--- src/design/led_brightness_ramp_animator_top_macros.svh ---
// assertion macros for the led brightness ramp animator
// expects clk and rst_n in scope at the point of use
`ifndef LED_BRIGHTNESS_RAMP_ANIMATOR_TOP_MACROS_SVH
`define LED_BRIGHTNESS_RAMP_ANIMATOR_TOP_MACROS_SVH

// same-cycle implication, checked out of reset
`define LBRA_ASSERT_NOW(label, ante, cons, msg) \
    label: assert property (@(posedge clk) disable iff (!rst_n) (ante) |-> (cons)) \
        else $error(msg);

// next-cycle implication, checked out of reset
`define LBRA_ASSERT_NEXT(label, ante, cons, msg) \
    label: assert property (@(posedge clk) disable iff (!rst_n) (ante) |=> (cons)) \
        else $error(msg);

`endif

--- src/design/lbra_pkg.sv ---
// shared types and constants for the led brightness ramp animator
// no dependencies
package lbra_pkg;

    // input item kinds
    localparam logic [1:0] KIND_TICK  = 2'd0;
    localparam logic [1:0] KIND_BLINK = 2'd1;
    localparam logic [1:0] KIND_FIXED = 2'd2;

    // default fixed-ramp period in ms
    localparam int FIXED_PERIOD_MS_DEF = 500;

    // shortest allowed period
    localparam logic [15:0] MIN_PERIOD = 16'd2;

    // restoring divider: 24-bit dividend, one quotient bit per cycle
    localparam int DIV_STEPS = 24;
    localparam int CNT_W     = $clog2(DIV_STEPS);

    typedef enum logic [1:0] {
        MODE_NONE  = 2'd0,
        MODE_BLINK = 2'd1,
        MODE_FIXED = 2'd2
    } mode_t;

    typedef enum logic [2:0] {
        OP_NONE        = 3'd0,
        OP_START_BLINK = 3'd1,
        OP_START_FIXED = 3'd2,
        OP_RESTART     = 3'd3,
        OP_STOP        = 3'd4,
        OP_DIV_INIT    = 3'd5,
        OP_DIV_STEP    = 3'd6
    } op_t;

    typedef struct packed {
        logic [1:0]  kind;
        logic [31:0] now_ms;
        logic [7:0]  hue_in;
        logic [15:0] period_in;
        logic        loop_in;
    } item_t;

    typedef struct packed {
        logic [7:0] led_hue;
        logic [7:0] led_value;
        logic       finished;
    } result_t;

    // controller to datapath
    typedef struct packed {
        op_t  op;
        logic out_load;
    } cmd_t;

    // datapath to controller
    typedef struct packed {
        logic start_blink;
        logic start_fixed;
        logic tick_live;
        logic expired;
        logic looping;
        logic div_done;
        logic out_free;
    } status_t;

endpackage

--- src/design/led_brightness_ramp_animator_top.sv ---
// top level of the led brightness ramp animator
// depends on lbra_pkg, lbra_ctrl and lbra_datapath
//
// usage
//   item channel (item_valid / item_stall / item): start commands and ms ticks.
//   kind blink stores hue, period (at least 2) and loop flag; kind fixed stores
//   hue, FIXED_PERIOD_MS and looping on. start commands give no result.
//   result channel (result_valid / result_stall / result): hue and brightness
//   for a tick inside the period, or a dark result with finished set when a
//   one-shot animation ends. a looping period end restarts with no result.
//   start commands, idle ticks and restarts finish on accept; a tick inside the
//   period runs accept, 24 steps of the serial restoring divider and a result
//   load; a one-shot end runs accept and a result load. result_valid comes from
//   the output register after the load; item_stall is high until idle again.
//   the result sits in an output register, so the next item is taken while a
//   result waits; if the receiver stalls, the next result holds the block in
//   its output state until the register frees.
//   reset clears the animation state to no animation and empties the output.
module led_brightness_ramp_animator_top
    import lbra_pkg::*;
#(
    parameter int FIXED_PERIOD_MS = FIXED_PERIOD_MS_DEF
) (
    input  logic    clk,
    input  logic    rst_n,
    input  logic    item_valid,
    output logic    item_stall,
    input  item_t   item,
    output logic    result_valid,
    input  logic    result_stall,
    output result_t result
);

    cmd_t    cmd;
    status_t sts;

    // sequencer
    lbra_ctrl u_ctrl (
        .clk        (clk),
        .rst_n      (rst_n),
        .item_valid (item_valid),
        .item_stall (item_stall),
        .sts        (sts),
        .cmd        (cmd)
    );

    // state, divider and result register
    lbra_datapath #(
        .FIXED_PERIOD_MS (FIXED_PERIOD_MS)
    ) u_datapath (
        .clk          (clk),
        .rst_n        (rst_n),
        .item         (item),
        .cmd          (cmd),
        .sts          (sts),
        .result_valid (result_valid),
        .result_stall (result_stall),
        .result       (result)
    );

endmodule

--- src/design/lbra_datapath.sv ---
// datapath: animation state, elapsed-time compare, serial divider, result register
// depends on lbra_pkg
module lbra_datapath
    import lbra_pkg::*;
#(
    parameter int FIXED_PERIOD_MS = FIXED_PERIOD_MS_DEF
) (
    input  logic    clk,
    input  logic    rst_n,
    input  item_t   item,
    input  cmd_t    cmd,
    output status_t sts,
    output logic    result_valid,
    input  logic    result_stall,
    output result_t result
);

    localparam logic [15:0] FIXED_PER = (FIXED_PERIOD_MS < 2) ? MIN_PERIOD
                                                              : 16'(FIXED_PERIOD_MS);

    mode_t       mode_reg;
    logic [7:0]  hue_reg;
    logic [15:0] period_reg;
    logic        looping_reg;
    logic [31:0] start_reg;

    logic        dark_reg;
    logic        falling_reg;
    logic [14:0] rem_reg;
    logic [23:0] dvd_reg;
    logic [CNT_W-1:0] cnt_reg;

    logic    out_valid_reg;
    result_t result_reg;

    logic [31:0] elapsed;
    logic [15:0] el16;
    logic [14:0] half;
    logic        rising;
    logic [15:0] base;
    logic [23:0] numer;
    logic [15:0] trial;
    logic        qbit;
    logic [14:0] rem_next;
    logic [8:0]  quo;
    logic [7:0]  value;

    // elapsed time and numerator for the scale to 255
    always_comb
    begin
        elapsed = item.now_ms - start_reg;
        el16    = elapsed[15:0];
        half    = period_reg[15:1];
        rising  = el16 < {1'b0, half};
        base    = (mode_reg == MODE_BLINK && !rising) ? el16 - {1'b0, half} : el16;
        numer   = {base, 8'd0} - {8'd0, base};
    end

    // one restoring divide step
    always_comb
    begin
        trial    = {rem_reg, dvd_reg[23]};
        qbit     = trial >= {1'b0, half};
        rem_next = qbit ? 15'(trial - {1'b0, half}) : trial[14:0];
    end

    // brightness from the quotient
    always_comb
    begin
        quo = dvd_reg[8:0];
        if (falling_reg)
            value = (quo >= 9'd255) ? 8'd0 : 8'd255 - quo[7:0];
        else
            value = quo[7:0];
    end

    // status for the controller
    always_comb
    begin
        sts.start_blink = item.kind == KIND_BLINK;
        sts.start_fixed = item.kind == KIND_FIXED;
        sts.tick_live   = item.kind == KIND_TICK && mode_reg != MODE_NONE;
        sts.expired     = elapsed >= {16'd0, period_reg};
        sts.looping     = looping_reg;
        sts.div_done    = cnt_reg == CNT_W'(DIV_STEPS - 1);
        sts.out_free    = !out_valid_reg || !result_stall;
    end

    // animation state and divider control
    always_ff @(posedge clk or negedge rst_n)
    begin
        if (!rst_n)
        begin
            mode_reg    <= MODE_NONE;
            hue_reg     <= 8'd0;
            period_reg  <= 16'd0;
            looping_reg <= 1'b0;
            start_reg   <= 32'd0;
            cnt_reg     <= '0;
        end
        else
        begin
            case (cmd.op)
                OP_START_BLINK:
                begin
                    mode_reg    <= MODE_BLINK;
                    hue_reg     <= item.hue_in;
                    period_reg  <= (item.period_in < MIN_PERIOD) ? MIN_PERIOD
                                                                 : item.period_in;
                    looping_reg <= item.loop_in;
                    start_reg   <= item.now_ms;
                end
                OP_START_FIXED:
                begin
                    mode_reg    <= MODE_FIXED;
                    hue_reg     <= item.hue_in;
                    period_reg  <= FIXED_PER;
                    looping_reg <= 1'b1;
                    start_reg   <= item.now_ms;
                end
                OP_RESTART:
                    start_reg <= item.now_ms;
                OP_STOP:
                begin
                    mode_reg <= MODE_NONE;
                    hue_reg  <= 8'd0;
                end
                OP_DIV_INIT:
                    cnt_reg <= '0;
                OP_DIV_STEP:
                    cnt_reg <= cnt_reg + CNT_W'(1);
                default:
                    ;
            endcase
        end
    end

    // divider operands and pending-result kind
    always_ff @(posedge clk)
    begin
        case (cmd.op)
            OP_STOP:
                dark_reg <= 1'b1;
            OP_DIV_INIT:
            begin
                dark_reg    <= 1'b0;
                falling_reg <= mode_reg == MODE_BLINK && !rising;
                rem_reg     <= 15'd0;
                dvd_reg     <= numer;
            end
            OP_DIV_STEP:
            begin
                rem_reg <= rem_next;
                dvd_reg <= {dvd_reg[22:0], qbit};
            end
            default:
                ;
        endcase
    end

    // result register valid
    always_ff @(posedge clk or negedge rst_n)
    begin
        if (!rst_n)
            out_valid_reg <= 1'b0;
        else if (cmd.out_load)
            out_valid_reg <= 1'b1;
        else if (!result_stall)
            out_valid_reg <= 1'b0;
    end

    // result register payload
    always_ff @(posedge clk)
    begin
        if (cmd.out_load)
        begin
            if (dark_reg)
            begin
                result_reg.led_hue   <= 8'd0;
                result_reg.led_value <= 8'd0;
                result_reg.finished  <= 1'b1;
            end
            else
            begin
                result_reg.led_hue   <= hue_reg;
                result_reg.led_value <= value;
                result_reg.finished  <= 1'b0;
            end
        end
    end

    assign result_valid = out_valid_reg;
    assign result       = result_reg;

endmodule

--- src/design/lbra_ctrl.sv ---
// controller: decodes accepted items and sequences the divider and result transfer
// depends on lbra_pkg and the assertion macro header
`include "led_brightness_ramp_animator_top_macros.svh"

module lbra_ctrl
    import lbra_pkg::*;
(
    input  logic    clk,
    input  logic    rst_n,
    input  logic    item_valid,
    output logic    item_stall,
    input  status_t sts,
    output cmd_t    cmd
);

    typedef enum logic [2:0] {
        S_IDLE = 3'b001,
        S_DIV  = 3'b010,
        S_OUT  = 3'b100
    } state_t;

    state_t state_reg;
    state_t state_next;
    logic   accept;
    logic   div_start;

    assign item_stall = state_reg != S_IDLE;
    assign accept     = item_valid && state_reg == S_IDLE;

    // accepted live tick inside the period
    assign div_start = accept && !sts.start_blink && !sts.start_fixed && sts.tick_live
                       && !sts.expired;

    // next state and commands
    always_comb
    begin
        state_next   = state_reg;
        cmd.op       = OP_NONE;
        cmd.out_load = 1'b0;
        unique case (state_reg)
            S_IDLE:
            begin
                if (accept)
                begin
                    if (sts.start_blink)
                        cmd.op = OP_START_BLINK;
                    else if (sts.start_fixed)
                        cmd.op = OP_START_FIXED;
                    else if (sts.tick_live)
                    begin
                        if (!sts.expired)
                        begin
                            cmd.op     = OP_DIV_INIT;
                            state_next = S_DIV;
                        end
                        else if (sts.looping)
                            cmd.op = OP_RESTART;
                        else
                        begin
                            cmd.op     = OP_STOP;
                            state_next = S_OUT;
                        end
                    end
                end
            end
            S_DIV:
            begin
                cmd.op = OP_DIV_STEP;
                if (sts.div_done)
                    state_next = S_OUT;
            end
            S_OUT:
            begin
                if (sts.out_free)
                begin
                    cmd.out_load = 1'b1;
                    state_next   = S_IDLE;
                end
            end
            default:
                state_next = S_IDLE;
        endcase
    end

    // state register
    always_ff @(posedge clk or negedge rst_n)
    begin
        if (!rst_n)
            state_reg <= S_IDLE;
        else
            state_reg <= state_next;
    end

    // results are loaded only after a divide or a stop
    `LBRA_ASSERT_NOW(a_load_in_out, cmd.out_load, state_reg == S_OUT, "load outside output state")
    // a live tick inside the period starts the divider
    `LBRA_ASSERT_NEXT(a_tick_divides, div_start, state_reg == S_DIV, "tick did not start divide")
    // a one-shot ending goes straight to the result transfer
    `LBRA_ASSERT_NEXT(a_stop_outputs, cmd.op == OP_STOP, state_reg == S_OUT, "no output after stop")
    // divider steps run only while busy
    `LBRA_ASSERT_NOW(a_step_busy, cmd.op == OP_DIV_STEP, item_stall, "divide step while idle")

endmodule
--- config.mk ---
export PLATFORM = sky130hd
export DESIGN_NAME = led_brightness_ramp_animator_top
export DESIGN_NICKNAME = d
export VERILOG_FILES = /design/src/design/lbra_pkg.sv /design/src/design/led_brightness_ramp_animator_top.sv /design/src/design/lbra_datapath.sv /design/src/design/lbra_ctrl.sv
export VERILOG_INCLUDE_DIRS = /design/src /design/src/design
export SDC_FILE = /design/constraint.sdc
export NUM_CORES = 1
export LEC_CHECK = 0
export ABC_AREA = 1
export BUFFER_PORTS_ARGS = -buffer_cell sky130_fd_sc_hd__buf_2
export CAP_MARGIN = 20
export CELL_PAD_IN_SITES_DETAIL_PLACEMENT = 1
export CELL_PAD_IN_SITES_GLOBAL_PLACEMENT = 2
export CORE_ASPECT_RATIO = 1.1
export CORE_UTILIZATION = 39
export CTS_CLUSTER_DIAMETER = 60
export DETAILED_ROUTE_END_ITERATION = 6
export PLACE_DENSITY = 0.93
export SYNTH_ARGS = -nofsm -noshare
export SYNTH_HDL_FRONTEND = slang
export SYNTH_HIERARCHICAL = 1
export SYNTH_SLANG_ARGS = --single-unit
export TNS_END_PERCENT = 30
--- constraint.sdc ---
create_clock -name clk -period 8.3 [get_ports clk]
set_input_delay 0.415 -clock clk [delete_from_list [all_inputs] [get_ports clk]]
set_output_delay 0.415 -clock clk [all_outputs]
set_load 0.02 [all_outputs]
==> impl_metrics.csv <==
group,metric,value,unit
routing,wl,29600,µm
worst_setup_path,crit_required,8390,ps
worst_setup_path,crit_arrival,7030,ps
cts,path_clk_slew,70,ps
flow_run,cap_violations,0,
placement,port_buffers,81,
routing,drt_first_pass_iters,5,
worst_setup_path,path_class,"register to register",
cells_and_area,diodes,0,
cells_and_area,post-route-util,0.457,
floorplanning,die_h,172,µm
cts,ctsHoldBuffers,0,
global_routing,grt_pass1_wl,49300,µm
timing,finalCritPeriodShare,0.837,
floorplanning,row_count,61,
yosys,synthFlopType,"dfrtp_1",
routing,wl_per_cell,16.2,µm
timing,grt_setup_unrepaired,"no",
timing,tightest_slew,924,ps
timing,setup_viol,0,
routing,drt-vias-per-instance,5.16,
timing,tns,0,ps
cts,clk_path_buf_depth,2,
worst_setup_path,reg2reg_slack,1360,ps
cts,root_buffer,"clkbuf_16",
worst_setup_path,r2r_start,"u_datapath/start_reg[0]",
placement,gp_congestion,0.898,
timing,post-route-min-period,6940,ps
yosys,syn_area_per_cell,7.38,µm²
routing,drt_iter0_drc,383,
cts,cts_max_level,4,
floorplanning,fp.dieW,156,µm
cells_and_area,drive_above_1_share,0.142,
floorplanning,start_util,0.401,
worst_setup_path,slowest_delay,730,ps
yosys,synth.ff_latch_count,126,
worst_setup_path,reg2reg_to,"u_datapath/rem_reg[11]",
worst_setup_path,setup.worst_path.start_class,"register",
min_path,hold_class,"input port to async pin",
yosys,synthArstFlopShare,0.540,
placement,placed_cell_area,11000,µm²
yosys,netlist_area,10200,µm²
global_routing,antenna_found_initial,0,
placement,dpl.hpwl,23600,µm
cells_and_area,syn2layout_area_growth,13.8,%
cells_and_area,largest_reg_flops,32,
cts,clk_latency,430,ps
worst_setup_path,end_kind,"register",
yosys,syn_inst,1387,
cts,tritoncts,"built",
cells_and_area,regArea,3440,µm²
timing,final_max_slew_viol_count,0,
outcome,run_status,"complete, no violations",
cts,cts-resized-gates,0,
cts,cts_setup_buffers,0,
timing,clock_skew,20.7,ps
floorplanning,core,25500,µm²
timing,hold_violations,0,
timing,max_freq,144,MHz
cells_and_area,multi_input_area,5890,µm²
timing,slew_headroom,0.384,
cells_and_area,fillers,3297,
cells_and_area,fin_nets,1619,
global_routing,gr-total-overflow,0,
routing,vias,9428,
yosys,seq_area_frac_synth,0.337,
worst_setup_path,worstPathMaxFanout,46,
yosys,synth_edf_count,58,
cts,cts_buffers,17,
cts,cts_sinks,126,
worst_setup_path,crit_end,"u_datapath/rem_reg[11]",
floorplanning,die-area,26900,µm²
worst_setup_path,critPathSlowestCell,"nand2_1",
floorplanning,io_pins,82,
global_routing,track_usage,0.233,
yosys,synth_nets,1538,
worst_setup_path,rr_worst_depth,28,
yosys,ys_types,53,
global_routing,grt_pass1_vias,10000,
global_routing,grt_start_max_net_pins,69,
routing,antenna_left,0,
cells_and_area,design_area,11600,µm²
yosys,ys.warnings.count,6,
routing,drc,0,
worst_setup_path,crit_start,"u_datapath/start_reg[0]",
## Yosys cell counts (4+ instances only)
master	count	area, µm²
nand2_1	313	1170
inv_1	203	762
a21oi_1	122	611
nor2_1	121	454
ha_1	85	1060
o21ai_0	78	390
nand3_1	73	365
dfrtp_1	67	1680
edfxtp_1	58	1740
nand2_2	38	238
xor2_1	37	324
clkbuf_1	17	63.8
nor3_1	14	70.1
xnor2_1	14	123
nand4_1	13	81.3
nor2_2	11	68.8
nor4_1	9	56.3
o211ai_1	9	67.6
nand2_4	8	90.1
nand3b_1	8	60.1
a31oi_1	7	43.8
inv_2	7	26.3
nand3_2	7	70.1
a211oi_1	6	45.0
a21o_1	6	45.0
o21ai_1	5	25.0
o22ai_1	5	31.3
buf_2	4	20.0
## routing by layer
layer / vias to the layer above / wire (µm) / part of all wire / GRT usage
li1: 4729 / - / - / -
met1: 4528 / 13400 / 0.45 / 0.284
met2: 136 / 14800 / 0.50 / 0.426
met3: 35 / 717 / 0.024 / 0.0283
met4: 0 / 629 / 0.021 / 0.0746
met5: - / 0 / 0 / 0
## worst min path at each step
stage,to,depth (start not counted)
2_1_floorplan,u_ctrl/state_reg[1],0
3_5_place_dp,u_datapath/result_valid,2
5_1_grt,u_datapath/start_reg[6],1
6_report,u_datapath/start_reg[4],1
4_1_cts,u_datapath/start_reg[6],1
3_3_place_gp,u_datapath/start_reg[0],2
## logic make-up after synthesis
group	Yosys count	share of synthesized area
adders and majority gates	88	0.110
DFF	126	0.337
buffers and inverters	236	0.0909
xor gates and xnor gates	51	0.0437
muxes	1	0.00110
AOI/OAI and AO/OA	258	0.139
and+or+nand+nor	627	0.279
## layout by cell type (no fill, tap or decap), types with 38 or more instances in the layout
cell type / n
nand2_2: 38
nor2_1: 121
a21oi_1: 122
nand3_1: 73
edfxtp_1: 58
nand2_1: 313
inv_1: 203
ha_1: 85
buf_2: 80
dfrtp_1: 67
o21ai_0: 77
## metrics by stage
stage               hold slack (ps)  setup slack [ps]  cells
finish                         93.0              1360   1827
global route                    177               629   1827
CTS                             137              1300   1827
detailed placement              493              1190   1795
global placement                474              1540   1795
floorplan                       119              2630   1387
## critical path: cells and delay by family (launching register included)
kind | cells | cell delay (ps)
XOR/XNOR | 1 | 330
flip-flops | 1 | 360
adder cells (fa/ha/maj) | 3 | 900
AO/OA/AOI/OAI | 2 | 610
buffers and inverters | 5 | 1590
AND/OR/NAND/NOR | 17 | 2790
## cell type report
| cell class | count | share of cell area |
|---|---|---|
| sequential | 126 | 0.296 |
| clock buffer | 18 | 0.0368 |
| tap | 346 | 0.0372 |
| timing repair buffer | 88 | 0.0395 |
| inverter | 210 | 0.0677 |
| multi-input combinational | 1025 | 0.505 |
| clock inverter | 14 | 0.0177 |
Power is not shown: default switching activity piles up to over one toggle a cycle in this logic, so the estimate is an artifact.
